### src/hw/rtl/prime_trial_division_tester_unit_macros.svh
// Assertion helpers shared by the tester RTL.
`ifndef PRIME_TRIAL_DIVISION_TESTER_UNIT_MACROS_SVH
`define PRIME_TRIAL_DIVISION_TESTER_UNIT_MACROS_SVH

// Same-cycle implication, off while reset is asserted.
`define PTDT_ASSERT_IMP(lbl, clk, rstn, ante, cons) \
	lbl: assert property (@(posedge clk) disable iff (!rstn) (ante) |-> (cons)) \
		else $error("ptdt: implication check failed");

// Next-cycle implication, off while reset is asserted.
`define PTDT_ASSERT_NXT(lbl, clk, rstn, ante, cons) \
	lbl: assert property (@(posedge clk) disable iff (!rstn) (ante) |=> (cons)) \
		else $error("ptdt: next-cycle check failed");

`endif

### src/hw/rtl/ptdt_pkg.sv
package ptdt_pkg;

	localparam int CAND_BITS       = 32;
	localparam int VALUE_BITS_DEF  = 32;

	localparam int FIRST_DIV       = 5;
	localparam int DIV_STEP        = 6;
	localparam int PAIR_GAP        = 2;
	localparam int SMALL_PRIME_MAX = 3;

	typedef enum logic [1:0] {
		DS_THREE = 2'd0,
		DS_D     = 2'd1,
		DS_D2    = 2'd2
	} div_sel_t;

	typedef struct packed {
		logic     load;
		logic     sqrt_start;
		logic     sqrt_step;
		logic     div_start;
		logic     div_step;
		div_sel_t div_sel;
		logic     d_next;
	} ptdt_cmd_t;

	typedef struct packed {
		logic le1;
		logic le3;
		logic even;
		logic sqrt_last;
		logic div_last;
		logic rem_zero;
		logic past_bound;
	} ptdt_sts_t;

endpackage

### src/hw/rtl/prime_trial_division_tester_unit.sv
// Trial-division primality tester, 6k +/- 1 divisor pairs.
// Input channel s_*: one candidate per item, taken when s_tvalid and s_tready.
// Output channel m_*: one result per candidate, the value echoed in m_tdata
// and the prime flag in m_tuser.
// The value is cut to VALUE_BITS before testing and echoed as tested.
// Work per item: values below 4 and even values go straight to the output
// register; others are first divided by 3, then the square root is taken one
// root digit per step, then divisor pairs are tried, each pair after a bound
// check, until a divisor leaves no remainder or the bound is passed.
// The time is set by the shared bit-serial remainder unit: one quotient bit
// per cycle, and all divisions go through it one after another.
// One item is worked at a time; s_tready is high only while the unit is idle.
// A finished result sits in the output register; the unit already takes the
// next candidate while m_tready is low, and holds its next result until the
// register frees up.
// Reset (arst_n low) clears the controller and the output valid at once;
// nothing else needs clearing.
`include "prime_trial_division_tester_unit_macros.svh"

module prime_trial_division_tester_unit #(
	parameter int VALUE_BITS = ptdt_pkg::VALUE_BITS_DEF
) (
	input  logic                           clk,
	input  logic                           arst_n,
	input  logic                           s_tvalid,
	output logic                           s_tready,
	input  logic [ptdt_pkg::CAND_BITS-1:0] s_tdata,  // [31:0] candidate
	output logic                           m_tvalid,
	input  logic                           m_tready,
	output logic [ptdt_pkg::CAND_BITS-1:0] m_tdata,  // [31:0] tested_value
	output logic [0:0]                     m_tuser   // [0] prime_flag
);
	import ptdt_pkg::*;

	ptdt_cmd_t             cmd;
	ptdt_sts_t             sts;
	logic                  in_fire;
	logic                  in_ready;
	logic                  out_free;
	logic                  out_load;
	logic                  out_flag;
	logic [VALUE_BITS-1:0] value;

	logic                  out_valid_q;
	logic [CAND_BITS-1:0]  out_value_q;
	logic                  out_flag_q;

	assign in_fire  = s_tvalid && in_ready;
	assign out_free = !out_valid_q || m_tready;

	ptdt_ctrl u_ctrl (
		.clk      (clk),
		.arst_n   (arst_n),
		.in_fire  (in_fire),
		.out_free (out_free),
		.sts      (sts),
		.cmd      (cmd),
		.in_ready (in_ready),
		.out_load (out_load),
		.out_flag (out_flag)
	);

	ptdt_datapath #(
		.VALUE_BITS (VALUE_BITS)
	) u_dp (
		.clk    (clk),
		.arst_n (arst_n),
		.cmd    (cmd),
		.cand   (VALUE_BITS'(s_tdata)),
		.sts    (sts),
		.value  (value)
	);

	always_ff @(posedge clk or negedge arst_n) begin
		if (!arst_n) begin
			out_valid_q <= 1'b0;
		end else if (out_load) begin
			out_valid_q <= 1'b1;
		end else if (m_tready) begin
			out_valid_q <= 1'b0;
		end
	end

	always_ff @(posedge clk) begin
		if (out_load) begin
			out_value_q <= CAND_BITS'(value);
			out_flag_q  <= out_flag;
		end
	end

	assign s_tready   = in_ready;
	assign m_tvalid   = out_valid_q;
	assign m_tdata    = out_value_q;
	assign m_tuser[0] = out_flag_q;

	`PTDT_ASSERT_NXT(a_busy_after_accept, clk, arst_n, s_tvalid && s_tready, !s_tready)
	`PTDT_ASSERT_NXT(a_result_goes_out, clk, arst_n, out_load, m_tvalid)

endmodule

### src/hw/rtl/ptdt_datapath.sv
`include "prime_trial_division_tester_unit_macros.svh"

module ptdt_datapath #(
	parameter int VALUE_BITS = ptdt_pkg::VALUE_BITS_DEF
) (
	input  logic                  clk,
	input  logic                  arst_n,
	input  ptdt_pkg::ptdt_cmd_t   cmd,
	input  logic [VALUE_BITS-1:0] cand,
	output ptdt_pkg::ptdt_sts_t   sts,
	output logic [VALUE_BITS-1:0] value
);
	import ptdt_pkg::*;

	localparam int W    = VALUE_BITS;
	localparam int HALF = (W + 1) / 2;
	localparam int SQW  = 2 * HALF;
	localparam int DW   = HALF + 1;
	localparam int CW   = $clog2(W);

	logic [W-1:0]      v_q;
	logic [SQW-1:0]    sv_q;
	logic [HALF-1:0]   root_q;
	logic [HALF+1:0]   srem_q;
	logic [DW-1:0]     d_q;
	logic [W-1:0]      dd_q;
	logic [W:0]        r_q;
	logic [W-1:0]      dvs_q;
	logic [CW-1:0]     cnt_q;

	logic [HALF+1:0]   sq_sh;
	logic [HALF+1:0]   sq_trial;
	logic              sq_ge;
	logic [W:0]        r_sh;
	logic              r_ge;
	logic [DW-1:0]     d2;
	logic [W-1:0]      dsel;

	// one root digit per step: bring down two bits, try 4*root+1
	assign sq_sh    = {srem_q[HALF-1:0], sv_q[SQW-1 -: 2]};
	assign sq_trial = {root_q, 2'b01};
	assign sq_ge    = sq_sh >= sq_trial;

	// restoring remainder, one dividend bit per step
	assign r_sh = {r_q[W-1:0], dd_q[W-1]};
	assign r_ge = r_sh >= {1'b0, dvs_q};

	assign d2 = d_q + DW'(PAIR_GAP);

	always_comb begin
		case (cmd.div_sel)
			DS_THREE: dsel = W'(SMALL_PRIME_MAX);
			DS_D:     dsel = W'(d_q);
			DS_D2:    dsel = W'(d2);
			default:  dsel = W'(d_q);
		endcase
	end

	always_ff @(posedge clk or negedge arst_n) begin
		if (!arst_n) begin
			cnt_q <= '0;
		end else if (cmd.sqrt_start || cmd.div_start) begin
			cnt_q <= '0;
		end else if (cmd.sqrt_step || cmd.div_step) begin
			cnt_q <= cnt_q + CW'(1);
		end
	end

	always_ff @(posedge clk) begin
		if (cmd.load) begin
			v_q <= cand;
			d_q <= DW'(FIRST_DIV);
		end else if (cmd.d_next) begin
			d_q <= d_q + DW'(DIV_STEP);
		end

		if (cmd.sqrt_start) begin
			sv_q   <= SQW'(v_q);
			root_q <= '0;
			srem_q <= '0;
		end else if (cmd.sqrt_step) begin
			sv_q <= sv_q << 2;
			if (sq_ge) begin
				srem_q <= sq_sh - sq_trial;
				root_q <= {root_q[HALF-2:0], 1'b1};
			end else begin
				srem_q <= sq_sh;
				root_q <= {root_q[HALF-2:0], 1'b0};
			end
		end

		if (cmd.div_start) begin
			dd_q  <= v_q;
			r_q   <= '0;
			dvs_q <= dsel;
		end else if (cmd.div_step) begin
			dd_q <= dd_q << 1;
			r_q  <= r_ge ? (r_sh - {1'b0, dvs_q}) : r_sh;
		end
	end

	assign sts.le1        = v_q <= W'(1);
	assign sts.le3        = v_q <= W'(SMALL_PRIME_MAX);
	assign sts.even       = ~v_q[0];
	assign sts.sqrt_last  = cnt_q == CW'(HALF - 1);
	assign sts.div_last   = cnt_q == CW'(W - 1);
	assign sts.rem_zero   = r_q == '0;
	assign sts.past_bound = (d_q - DW'(1)) > DW'(root_q);

	assign value = v_q;

	`PTDT_ASSERT_NXT(a_rem_below_divisor, clk, arst_n, cmd.div_step, r_q < {1'b0, dvs_q})
	`PTDT_ASSERT_NXT(a_root_fits_step, clk, arst_n, cmd.sqrt_start, root_q == '0)

endmodule

### src/hw/rtl/ptdt_ctrl.sv
`include "prime_trial_division_tester_unit_macros.svh"

module ptdt_ctrl (
	input  logic                clk,
	input  logic                arst_n,
	input  logic                in_fire,
	input  logic                out_free,
	input  ptdt_pkg::ptdt_sts_t sts,
	output ptdt_pkg::ptdt_cmd_t cmd,
	output logic                in_ready,
	output logic                out_load,
	output logic                out_flag
);
	import ptdt_pkg::*;

	typedef enum logic [6:0] {
		ST_IDLE   = 7'b0000001,
		ST_CLASS  = 7'b0000010,
		ST_DIV    = 7'b0000100,
		ST_DIVCHK = 7'b0001000,
		ST_SQRT   = 7'b0010000,
		ST_LOOP   = 7'b0100000,
		ST_FIN    = 7'b1000000
	} state_t;

	state_t state_q, state_d;
	logic   res_q, res_d;
	logic   mod3_q, mod3_d;
	logic   second_q, second_d;

	always_comb begin
		state_d  = state_q;
		res_d    = res_q;
		mod3_d   = mod3_q;
		second_d = second_q;
		cmd      = '0;
		cmd.div_sel = DS_D;
		out_load = 1'b0;
		case (state_q)
			ST_IDLE: begin
				if (in_fire) begin
					cmd.load = 1'b1;
					state_d  = ST_CLASS;
				end
			end
			ST_CLASS: begin
				if (sts.le1) begin
					res_d   = 1'b0;
					state_d = ST_FIN;
				end else if (sts.le3) begin
					res_d   = 1'b1;
					state_d = ST_FIN;
				end else if (sts.even) begin
					res_d   = 1'b0;
					state_d = ST_FIN;
				end else begin
					cmd.div_start = 1'b1;
					cmd.div_sel   = DS_THREE;
					mod3_d        = 1'b1;
					state_d       = ST_DIV;
				end
			end
			ST_DIV: begin
				cmd.div_step = 1'b1;
				if (sts.div_last) begin
					state_d = ST_DIVCHK;
				end
			end
			ST_DIVCHK: begin
				if (sts.rem_zero) begin
					res_d   = 1'b0;
					state_d = ST_FIN;
				end else if (mod3_q) begin
					cmd.sqrt_start = 1'b1;
					mod3_d         = 1'b0;
					state_d        = ST_SQRT;
				end else if (!second_q) begin
					cmd.div_start = 1'b1;
					cmd.div_sel   = DS_D2;
					second_d      = 1'b1;
					state_d       = ST_DIV;
				end else begin
					cmd.d_next = 1'b1;
					state_d    = ST_LOOP;
				end
			end
			ST_SQRT: begin
				cmd.sqrt_step = 1'b1;
				if (sts.sqrt_last) begin
					state_d = ST_LOOP;
				end
			end
			ST_LOOP: begin
				if (sts.past_bound) begin
					res_d   = 1'b1;
					state_d = ST_FIN;
				end else begin
					cmd.div_start = 1'b1;
					cmd.div_sel   = DS_D;
					second_d      = 1'b0;
					state_d       = ST_DIV;
				end
			end
			ST_FIN: begin
				if (out_free) begin
					out_load = 1'b1;
					state_d  = ST_IDLE;
				end
			end
			default: begin
				state_d = ST_IDLE;
			end
		endcase
	end

	always_ff @(posedge clk or negedge arst_n) begin
		if (!arst_n) begin
			state_q  <= ST_IDLE;
			res_q    <= 1'b0;
			mod3_q   <= 1'b0;
			second_q <= 1'b0;
		end else begin
			state_q  <= state_d;
			res_q    <= res_d;
			mod3_q   <= mod3_d;
			second_q <= second_d;
		end
	end

	assign in_ready = state_q == ST_IDLE;
	assign out_flag = res_q;

	`PTDT_ASSERT_NXT(a_divisor_hit_fails, clk, arst_n, (state_q == ST_DIVCHK) && sts.rem_zero, (state_q == ST_FIN) && !res_q)
	`PTDT_ASSERT_NXT(a_bound_passed_prime, clk, arst_n, (state_q == ST_LOOP) && sts.past_bound, (state_q == ST_FIN) && res_q)
	`PTDT_ASSERT_IMP(a_load_only_idle, clk, arst_n, out_load || cmd.load, (state_q == ST_FIN) || (state_q == ST_IDLE))

endmodule

### config.mk
export PLATFORM = sky130hd
export DESIGN_NAME = prime_trial_division_tester_unit
export DESIGN_NICKNAME = d
export VERILOG_FILES = /design/src/hw/rtl/ptdt_pkg.sv /design/src/hw/rtl/prime_trial_division_tester_unit.sv /design/src/hw/rtl/ptdt_datapath.sv /design/src/hw/rtl/ptdt_ctrl.sv
export VERILOG_INCLUDE_DIRS = /design/src /design/src/hw/rtl
export SDC_FILE = /design/constraint.sdc
export NUM_CORES = 1
export LEC_CHECK = 0
export ABC_AREA = 0
export BUFFER_PORTS_ARGS = -buffer_cell sky130_fd_sc_hd__buf_4
export CORE_AREA = 2 2 209 211
export DETAILED_ROUTE_END_ITERATION = 8
export DIE_AREA = 0 0 211 213
export PLACE_DENSITY_LB_ADDON = 0.15
export RECOVER_POWER = 25
export SLEW_MARGIN = 30
export SYNTH_ARGS = -nofsm -noshare
export SYNTH_HDL_FRONTEND = slang
export SYNTH_SLANG_ARGS = --single-unit
### constraint.sdc
create_clock -name clk -period 9.9 [get_ports clk]
set_input_delay 1.485 -clock clk [delete_from_list [all_inputs] [get_ports clk]]
set_output_delay 1.485 -clock clk [all_outputs]
set_load 0.02 [all_outputs]
==> impl_results.md, run 1 <==
- Filler cells: about 4400
- Initial Util: 27.8%
- Worst slew pin tran: between 1.5 and 2 ns
- CTS resizes: 0
- Routed vias/inst: 4.78
- Port Buf Inserts: 70
- #FFs+latches synth: between 200 and 250
- Number of antenna violations at the first check in global routing: 0
- Largest net degree at the start of global routing: 70
- CTS H-tree depth: 1
- Finish-stage setup viols: 0
- Worst Skew: roughly 0.020 ns
- Bufs and invs on worst path: 2
- Num ports: about 70
- Slew Limit Fails: 28
- Vias in the first global route: just over 8000
- CTS max path bufs: 3
- CTS Sinks: ~240
- Die Span Y: around 210 µm
- Most used cell, CP: buf_4
- DRT Pass-1 Iters: 5
- Max Cap Viol: 1
- Outcome: complete, but fails checks
- Final Wtd Congestion: slightly below 0.8
- Static leakage: about 0.0052 µW
- Post-Layout Cell Count: 1704
- Mean Syn Cell Area: 11.1 µm²
- Total global routing overflow: 0
- Final WS setup: 5.68 ns
- Worst vdd ir: around 0.14 mV
- Initial DRC Count: ~350
- Final ANT Viol Nets: 0
- Core Rows: 76
- Final Hold Fails: 0
- GRT Util Overall: between 10% and 20%
- Slew Limit Headroom: -13.8%
- Unrepaired setup endpoints after global routing: no
- Final Cycle Share: 42.6%
- Top-area cell type share of the netlist area: 36.7%
- Setup crit end kind: flop
- TritonCTS buffer count: 29
- Distinct cells, synth: 77
- # DRC: 0
- Ant diodes: 0
- Pre-CTS WS: ~5.6 ns
- Critical Path, Cell by Cell: nor4_1 -> nand4bb_1 -> nor4_2 -> a2111oi_4 -> or2_1 -> nor2_4 -> buf_4 -> nand2_1 -> buf_4
- Syn_nets: ~1200
- Overall power: around 3500 µW
- Global-route wire length before repair: between 40000 and 50000 µm
- CP delay by family, top: simple AND/OR/NAND/NOR gates
- Ys flop type: edfxtp_1
- WL per Instance: roughly 17 µm
- Hpwl dp: 19800 µm
- CTS clock-pin slew for the worst setup and hold paths: about 0.060 ns
- Post-synth ARST share: around 6.6%
- Post-synthesis cell area: ~12000 µm²
- CP Max Fanout: 69
- Post-synth EDFFs: 145
- Syn Inst Count: 1066
- Die area: about 45000 µm²
- Area Growth Syn to Fin: 16.9%
- CTS tree: yes
- Post-route minimum period: 4.22 ns
- Post CTS Setup Buffer Count: 0
- FMAX: between 0.2 and 0.25 GHz
- Hold buffer count at CTS: 0
- DP Cell Count: between 1500 and 2000
- Core area: between 40000 and 50000 µm²
- Skew-Pair Late Insertion Delay: 0.56 ns
- Failing checks: capacitance limit, slew limit
- Nets: approximately 1200
- Syn. warnings: 0
- Synth area leaders: edfxtp_1 37%, dfxtp_1 14%, ha_1 5.8%
- Clock root buffer: clkbuf_16
- Critical Path Max Stage Delay: approximately 0.68 ns
- Yosys top cell by area: edfxtp_1
- Die X-Extent: 211 µm
- Synth top cells by count: 145 x edfxtp_1, 81 x dfxtp_1, 72 x a21oi_1
- Hold WC Path Type: flop to flop
- Setup TNS: 0 ns
- Critical Path AT: 4.50 ns
- Cell Pwr Density: between 200 and 300 nW/µm²
- Worst Setup Start Kind: flop
- Slowest stage cell, crit path: nor4_2
- Critical path class: flop to flop
- Share of cells above drive strength 1: 14.5%
- Most frequent cell after synthesis: edfxtp_1
- Routed WL: between 20000 and 30000 µm
- Vias: just over 8000
- Post-synthesis sequential area ratio: between 50% and 60%
- Worst Path Required: a little over 10 ns
-- layout by cell type, fill, tap and decap left out, types with 46 or more instances in the layout --
cell      synthesis  routed
a21oi_1          72      72
buf_4             3      46
dfxtp_1          81      81
edfxtp_1        145     145
ha_1             55      55
inv_1            46      46
nand2_1          48      47
nand3_1          65      65
nor2_1           68      68
o21ai_0          55      55
-- power by group --
part,switching [µW],total [µW],internal (µW)
Clock,430,1020,590
Combinational,709,1190,480
Sequential,118,1340,1220
Total,1260,3550,2290
-- stage by stage --
step                      hold WS [ns]  util, %  instance area (µm²)
after detailed placement         0.462     30.4                13000
after CTS                        0.476     32.5                13900
after global routing             0.496     32.4                13900
after floorplan                  0.425        -                11900
after global placement           0.453     30.4                13000
final                            0.472     32.4                13900
-- per-layer routing --
layer,vias up,global-route usage [%],share of wire [%],wire (µm)
li1,4130,-,-,-
met1,3897,18.6,51,14500
met2,84,20.4,45,12700
met3,33,1.82,2.5,704
met4,0,3.28,2.2,619
met5,-,0,0,0
-- kinds of logic after synthesis --
family          Yosys count  synth area share [%]
fa+ha+maj                56                  5.97
xor+xnor                 58                  4.29
compound gates          231                  11.8
flops                   242                  53.8
simple gates            322                  14.7
mux                      68                  6.40
buf+inv                  89                  3.04
-- path summary, 6_finish.rpt --
check                          startpoint        endpoint  slack, ns  depth (start not counted)
setup / recovery             u_dp.r_q[18]   u_dp.dd_q[20]       5.68                          9
hold / removal             u_dp.root_q[9]  u_dp.root_q[9]       0.47                          2
setup reg to reg             u_dp.r_q[18]   u_dp.dd_q[20]       5.68                          9
hold reg to reg            u_dp.root_q[9]  u_dp.root_q[9]       0.47                          2
max in group asynchronous          arst_n   u_dp.cnt_q[3]       8.19                          1
min in group asynchronous          arst_n   u_dp.cnt_q[1]       1.09                          1
-- tightest hold or removal path, stage by stage, from the launching register on --
cell and delay, ns:
dfxtp_1 0.32, nand3_1 0.06, o21ai_0 0.06
-- state kept, by name, summed over array words and instances, names as in the netlist --
signal           cells
u_dp.srem_q         16
m_tuser              1
u_ctrl.second_q      1
u_dp.sv_q           32
u_ctrl.mod3_q        1
u_ctrl.out_flag      1
u_dp.dd_q           32
m_tdata             32
u_ctrl.state_q       7
u_dp.r_q            33
u_dp.dvs_q          16
u_dp.root_q         16
m_tvalid             1
u_dp.d_q            16
u_dp.cnt_q           5
u_dp.value          32
-- cell type report --
cell class | instances | area (µm²) | area share, %
multi-input cells | 735 | 5130 | 37.0
repair buffers | 80 | 589 | 4.25
clock buffers | 37 | 756 | 5.46
clock inverters | 17 | 139 | 1.00
flip-flops and latches | 242 | 6380 | 46.0
well taps | 546 | 683 | 4.93
inverters | 47 | 176 | 1.27
Power figures use the tool's default switching activity.
==> inputs of run 2 (changes only) <==
- clock period: 9.9 -> 4 ns (I/O delays scaled with it)
==> run 2 against run 1 <==
  * The flow now finishes without violations
  * Clock skew down 0.0092 ns
  * Final cell count is 0.76% higher
  * Final area grew 0.60%
  * Sequential share of layout area shrank 0.27 points
  * First-iteration DRC count up 14%
  * Sequential power grew 150%
  * Utilization up 0.19 points
  * Via count increased by 1.4%
  * Highest routed layer unchanged
==> impl_results.md, run 2 (synthesis results as in run 1) <==
- Die area: 44900 µm² (unchanged)
- GRT Util Overall: 13.1% (+0.19 points)
- Most frequent cells in the layout: 145 x edfxtp_1, 81 x dfxtp_1, 72 x a21oi_1
- FMAX: 0.289 GHz (+22%)
- CTS resizes: 0 (unchanged)
- Num ports: 71 (unchanged)
- Setup crit end kind: flop
- Critical Path, Cell by Cell: nor4_1 -> nand4bb_1 -> nor4_2 -> a2111oi_4 -> or2_1 -> nor2_4 -> buf_12 -> mux2_1
- Largest net degree at the start of global routing: 47 (-33%)
- TritonCTS buffer count: 29 (unchanged)
- Nets: 1241 (+1.1%)
- Worst Hold Path Cells: 2 (unchanged)
- Critical path class: flop to flop
- CP Max Fanout: 15 (-78%)
- Worst vdd ir: 0.432 mV (+210%)
- Post-route minimum period: 3.46 ns (-0.755 ns)
- Initial DRC Count: 397 (+14%)
- Util after Layout: 32.6% (+0.19 points)
- Worst Setup Start Kind: flop
- Global-route wire length before repair: 46600 µm (+0.78%)
- Critical Path Max Stage Delay: 0.54 ns (-0.14 ns)
- Static leakage: 0.00520 µW (about the same)
- Slew Limit Fails: 0 (-100%)
- Flop2flop setup slack: 0.54 ns (-5.14 ns)
- CTS H-tree depth: 1 (unchanged)
- Crit path depth: 8 (-1)
- Worst slew pin tran: 0.896 ns (-0.811 ns)
- WL per Instance: 17.0 µm (+1.5%)
- Filler cells: 4363 (+0.11%)
- Largest Register: u_dp.r_q
- Area Growth Syn to Fin: 17.6%
- Core area: 42700 µm² (unchanged)
- Slew Limit Headroom: 40.3% (+54 points)
- Number of antenna violations at the first check in global routing: 0 (unchanged)
- Clock root buffer: clkbuf_16
- Total global routing overflow: 0 (unchanged)
- Final ANT Viol Nets: 0 (unchanged)
- Commonest non-fill, non-tap cell in the layout: edfxtp_1
- Post CTS Setup Buffer Count: 0 (unchanged)
- Worst Hold Path EP: m_tvalid
- Pre-CTS WS: 0.553 ns (-5.09 ns)
- CTS tree: yes
- Min-delay src: m_tready
- # DRC: 0 (unchanged)
- Final Cycle Share: 86.6% (+44 points)
- Slowest stage cell, crit path: nor4_2
- Largest register FFs: 33 (unchanged)
- Vias: 8257 (+1.4%)
- Capturing point of the worst reg2reg path: u_dp.dd_q[22]
- Max Cap Viol: 0 (-1)
- Hpwl dp: 20600 µm (+3.9%)
- Bufs and invs on worst path: 1 (-1)
- Outcome: finished clean
- Core Rows: 76 (unchanged)
- Overall power: 8940 µW (+150%)
- Critical Path AT: 3.76 ns (-0.74 ns)
- Ant diodes: 0 (unchanged)
- DRT Pass-1 Iters: 4 (-1)
- Routed WL: 29100 µm (+2.3%)
- Crit. Startpoint: u_dp.r_q[18]
- Worst Skew: 0.0111 ns (-0.00924 ns)
- Cell Pwr Density: 641 nW/µm² (+150%)
- Port Buf Inserts: 70 (unchanged)
- CTS Sinks: 242 (unchanged)
- Final WS setup: 0.538 ns (-5.14 ns)
- CTS max path bufs: 3 (unchanged)
- Share of cells above drive strength 1: 13.2% (-1.3 points)
- Setup TNS: 0 ns (unchanged)
- Worst Path Required: 4.30 ns (-5.88 ns)
- Vias in the first global route: 8083 (-0.81%)
- Die X-Extent: 211 µm (unchanged)
- Reg2reg start: u_dp.r_q[18]
- Initial Util: 27.8% (unchanged)
- Die Span Y: 213 µm (unchanged)
- CTS clock-pin slew for the worst setup and hold paths: 0.06 ns (about the same)
- Hold WC Path Type: input port to flop
- CP delay by family, top: simple AND/OR/NAND/NOR gates
- Skew-Pair Late Insertion Delay: 0.55 ns (about the same)
- Routed vias/inst: 4.81 (+0.62%)
- Finish-stage setup viols: 0 (unchanged)
- Worst reg-to-reg path cell count: 8 (-1)
- Final Hold Fails: 0 (unchanged)
- Unrepaired setup endpoints after global routing: no
- Final Wtd Congestion: 0.802 (+3.4%)
- Hold buffer count at CTS: 1 (+1)
-- run 2: where the power goes --
part | switching (µW) | internal (µW)
clock | 1050 | 1510
sequential | 305 | 3020
combinational | 1770 | 1290
total | 3120 | 5820
-- run 2: per-stage QoR --
step	hold slack (ns)	cells	instance area (µm²)
2_1_floorplan	0.304	1066	11900
3_3_place_gp	0.456	1663	13100
3_5_place_dp	0.457	1663	13100
4_1_cts	0.189	1717	14000
5_1_grt	0.217	1717	13900
6_report	0.233	1717	13900
-- run 2: worst max path at each step --
stage                     to  slack, ns
3_5_place_dp   u_dp.dd_q[19]       0.55
6_report       u_dp.dd_q[22]       0.54
5_1_grt        u_dp.dd_q[19]       0.34
3_3_place_gp   u_dp.dd_q[26]       0.67
4_1_cts        u_dp.dd_q[26]       0.53
2_1_floorplan  u_dp.value[0]       0.49
-- run 2: metal layers --
layer	vias to the layer above	share of wire, %	GRT usage [%]
met3	27	2.8	2.04
met4	0	1.9	2.99
li1	4146	-	-
met1	3993	51	19.0
met2	91	45	20.6
met5	-	0	0
-- run 2: cell type report --
cell class	count	area [µm²]	share of cell area [%]
well taps	546	683	4.90
inverters	47	176	1.27
multi-input cells	735	5130	36.8
clock buffers	40	797	5.72
flip-flops and latches	242	6380	45.8
repair buffers	94	653	4.69
clock inverters	13	120	0.862
==> inputs of run 3 (changes only) <==
- BUFFER_PORTS_ARGS: -buffer_cell sky130_fd_sc_hd__buf_4 -> -buffer_cell sky130_fd_sc_hd__buf_2
- MAX_ROUTING_LAYER: default -> met4
- SLEW_MARGIN: 30 -> default
==> run 3 against run 2 <==
  * Clock power hardly changed
  * Total power is 0.68% lower
  * Combinational power is 2% lower
  * Sequential power hardly changed
==> impl_results.md, run 3 (synthesis results as in run 1) <==
- Worst Hold Path EP: u_dp.value[24]
- Clock Power Share: 29.1% (+0.5 points)
- Num ports: 71 (unchanged)
- Vias: 8276 (+0.23%)
- Outcome: finished clean
- Total global routing overflow: 0 (unchanged)
- Capturing point of the worst reg2reg path: u_dp.dd_q[27]
- Worst Skew: 0.00850 ns (-0.00256 ns)
- Global-route wire length before repair: 46200 µm (-0.93%)
- Core Rows: 76 (unchanged)
- DRT Pass-1 Iters: 5 (+1)
- Commonest non-fill, non-tap cell in the layout: edfxtp_1
- Die area: 44900 µm² (unchanged)
- Initial DRC Count: 445 (+12%)
- Setup TNS: 0 ns (unchanged)
- Number of antenna violations at the first check in global routing: 0 (unchanged)
- M1 GR Usage: 18.3% (-0.69 points)
- Final Cycle Share: 84.4% (-2.1 points)
- CTS Sinks: 242 (unchanged)
- Initial Util: 27.8% (unchanged)
- P_sw: 3100 µW (-0.76%)
- Worst Path Required: 4.20 ns (-0.10 ns)
- Reg2reg start: u_dp.d_q[2]
- Slew Limit Fails: 0 (unchanged)
- Most frequent cells in the layout: 145 x edfxtp_1, 81 x dfxtp_1, 71 x a21oi_1
- Post-route minimum period: 3.38 ns (-0.0845 ns)
- Static leakage: 0.00512 µW (-1.6%)
- Hpwl dp: 19700 µm (-4.2%)
- GRT met3 Usage: 2.19% (+0.15 points)
- Cell Int Power: 5780 µW (-0.63%)
- Largest net degree at the start of global routing: 70 (+49%)
- GRT busiest layer: met2
- CTS H-tree depth: 1 (unchanged)
- Largest Register: u_dp.r_q
- Final Wtd Congestion: 0.788 (-1.6%)
- Largest register FFs: 33 (unchanged)
- Final ANT Viol Nets: 0 (unchanged)
- Critical path class: flop to flop
- Routed WL: 28700 µm (-1.5%)
- CTS tree: yes
- FMAX: 0.296 GHz (+2.5%)
- WL per Instance: 16.8 µm (-0.95%)
- Combinational share of power: 33.6% (-0.6 points)
- Sequential share of power: 37.3% (about the same)
- Ant diodes: 0 (unchanged)
- CTS clock-pin slew for the worst setup and hold paths: 0.06 ns (about the same)
- Min-delay src: s_tdata[24]
- Worst vdd ir: 0.479 mV (+11%)
- Cell Pwr Density: 645 nW/µm² (+0.62%)
- Routed vias/inst: 4.85 (+0.82%)
- Setup crit end kind: flop
- CP Max Fanout: 69 (+54)
- Final Hold Fails: 0 (unchanged)
- Unrepaired setup endpoints after global routing: no
- Crit. Startpoint: u_dp.d_q[2]
- Port Buf Inserts: 70 (unchanged)
- Area Growth Syn to Fin: 16.1%
- Met2 usage: 20.5% (-0.16 points)
- Clock root buffer: clkbuf_16
- TritonCTS buffer count: 28 (-3.4%)
- Worst Hold Path Cells: 1 (-1)
- # DRC: 0 (unchanged)
- Die X-Extent: 211 µm (unchanged)
- Die Span Y: 213 µm (unchanged)
- Slew Limit Headroom: 36.5% (-3.7 points)
- Max Cap Viol: 0 (unchanged)
- Worst slew pin tran: 0.952 ns (+0.0562 ns)
- Skew-Pair Late Insertion Delay: 0.55 ns (about the same)
- CTS resizes: 0 (unchanged)
- Finish-stage setup viols: 0 (unchanged)
- Critical Path AT: 3.58 ns (-0.18 ns)
- CTS max path bufs: 3 (unchanged)
- Nets: 1232 (-0.73%)
- Share of cells above drive strength 1: 12.7% (-0.58 points)
- Worst Setup Start Kind: flop
- Worst reg-to-reg path cell count: 10 (+2)
- Post CTS Setup Buffer Count: 0 (unchanged)
- Net Sw Frac: 34.9% (about the same)
- GRT Util Overall: 13.3% (+0.14 points)
- Vias in the first global route: 8162 (+0.98%)
- Hold WC Path Type: input port to flop
- Core area: 42700 µm² (unchanged)
- Util after Layout: 32.2% (-0.42 points)
- Flop2flop setup slack: 0.62 ns (+0.08 ns)
==> run 3: changes by cell type in the layout (fill, tap and decap cells not counted), sizes merged <==
cell,before,now
buf,34,55
clkinv,9,10
clkbuf,99,66
bufinv,2,3
==> run 3: worst max path at each step <==
stage               slack, ns  cells after the start             to
finish                   0.62                     10  u_dp.dd_q[27]
global route             0.35                     10   u_dp.r_q[31]
CTS                      0.63                     10  u_dp.dd_q[19]
detailed placement       0.64                     10  u_dp.dd_q[27]
global placement         0.68                     10  u_dp.dd_q[21]
floorplan                0.49                      6  u_dp.value[0]
==> run 3: what timing repair did <==
| item | CTS | global route |
|---|---|---|
| endpoints found under the hold margin | 15 | 0 |
| setup endpoints to repair | 0 | 0 |
| hold buffers | 1 | 0 |
==> run 3: metrics by stage <==
step                      total power (µW)  hold WS (ns)  setup WS (ns)  instances  area [µm²]
final                                 8880         0.228          0.622       1707       13800
after global routing                  9470         0.201          0.352       1707       13800
after CTS                             9010         0.203          0.626       1707       13800
after detailed placement              6390         0.457          0.644       1655       12900
after global placement                6400         0.453          0.678       1655       12900
after floorplan                       5560         0.304          0.487       1066       11900
==> run 3: power groups by stage <==
stage                     Clock [µW]  Sequential (µW)  Combinational [µW]
after floorplan                    0             3270                2280
after global placement             0             3370                3030
after detailed placement           0             3370                3020
after CTS                       2650             3320                3040
after global routing            2760             3350                3350
final                           2580             3310                2990
==> run 3: metal layers <==
metal	vias up	share of wire, %
li1	4139	-
met1	4012	51
met2	94	44
met3	31	3.1
met4	0	1.7
met5	-	0
==> run 3: cell type report <==
cell class / instances / area [µm²]
clock inverter: 15 / 155
clock buffer: 36 / 762
fill: 4355 / 28900
inverter: 47 / 176
tap: 546 / 683
sequential: 242 / 6380
timing repair buffer: 86 / 460
multi-input combinational: 735 / 5140
==> run 3: worst max-delay path, stage by stage, from the launching register on <==
cell      delay (ns)
dfxtp_1         0.48
ha_1            0.30
and3_1          0.19
o311a_1         0.32
a211o_1         0.27
a221o_1         0.30
a21boi_1        0.33
nor2_4          0.06
buf_12          0.20
nand2_1         0.11
buf_4           0.40
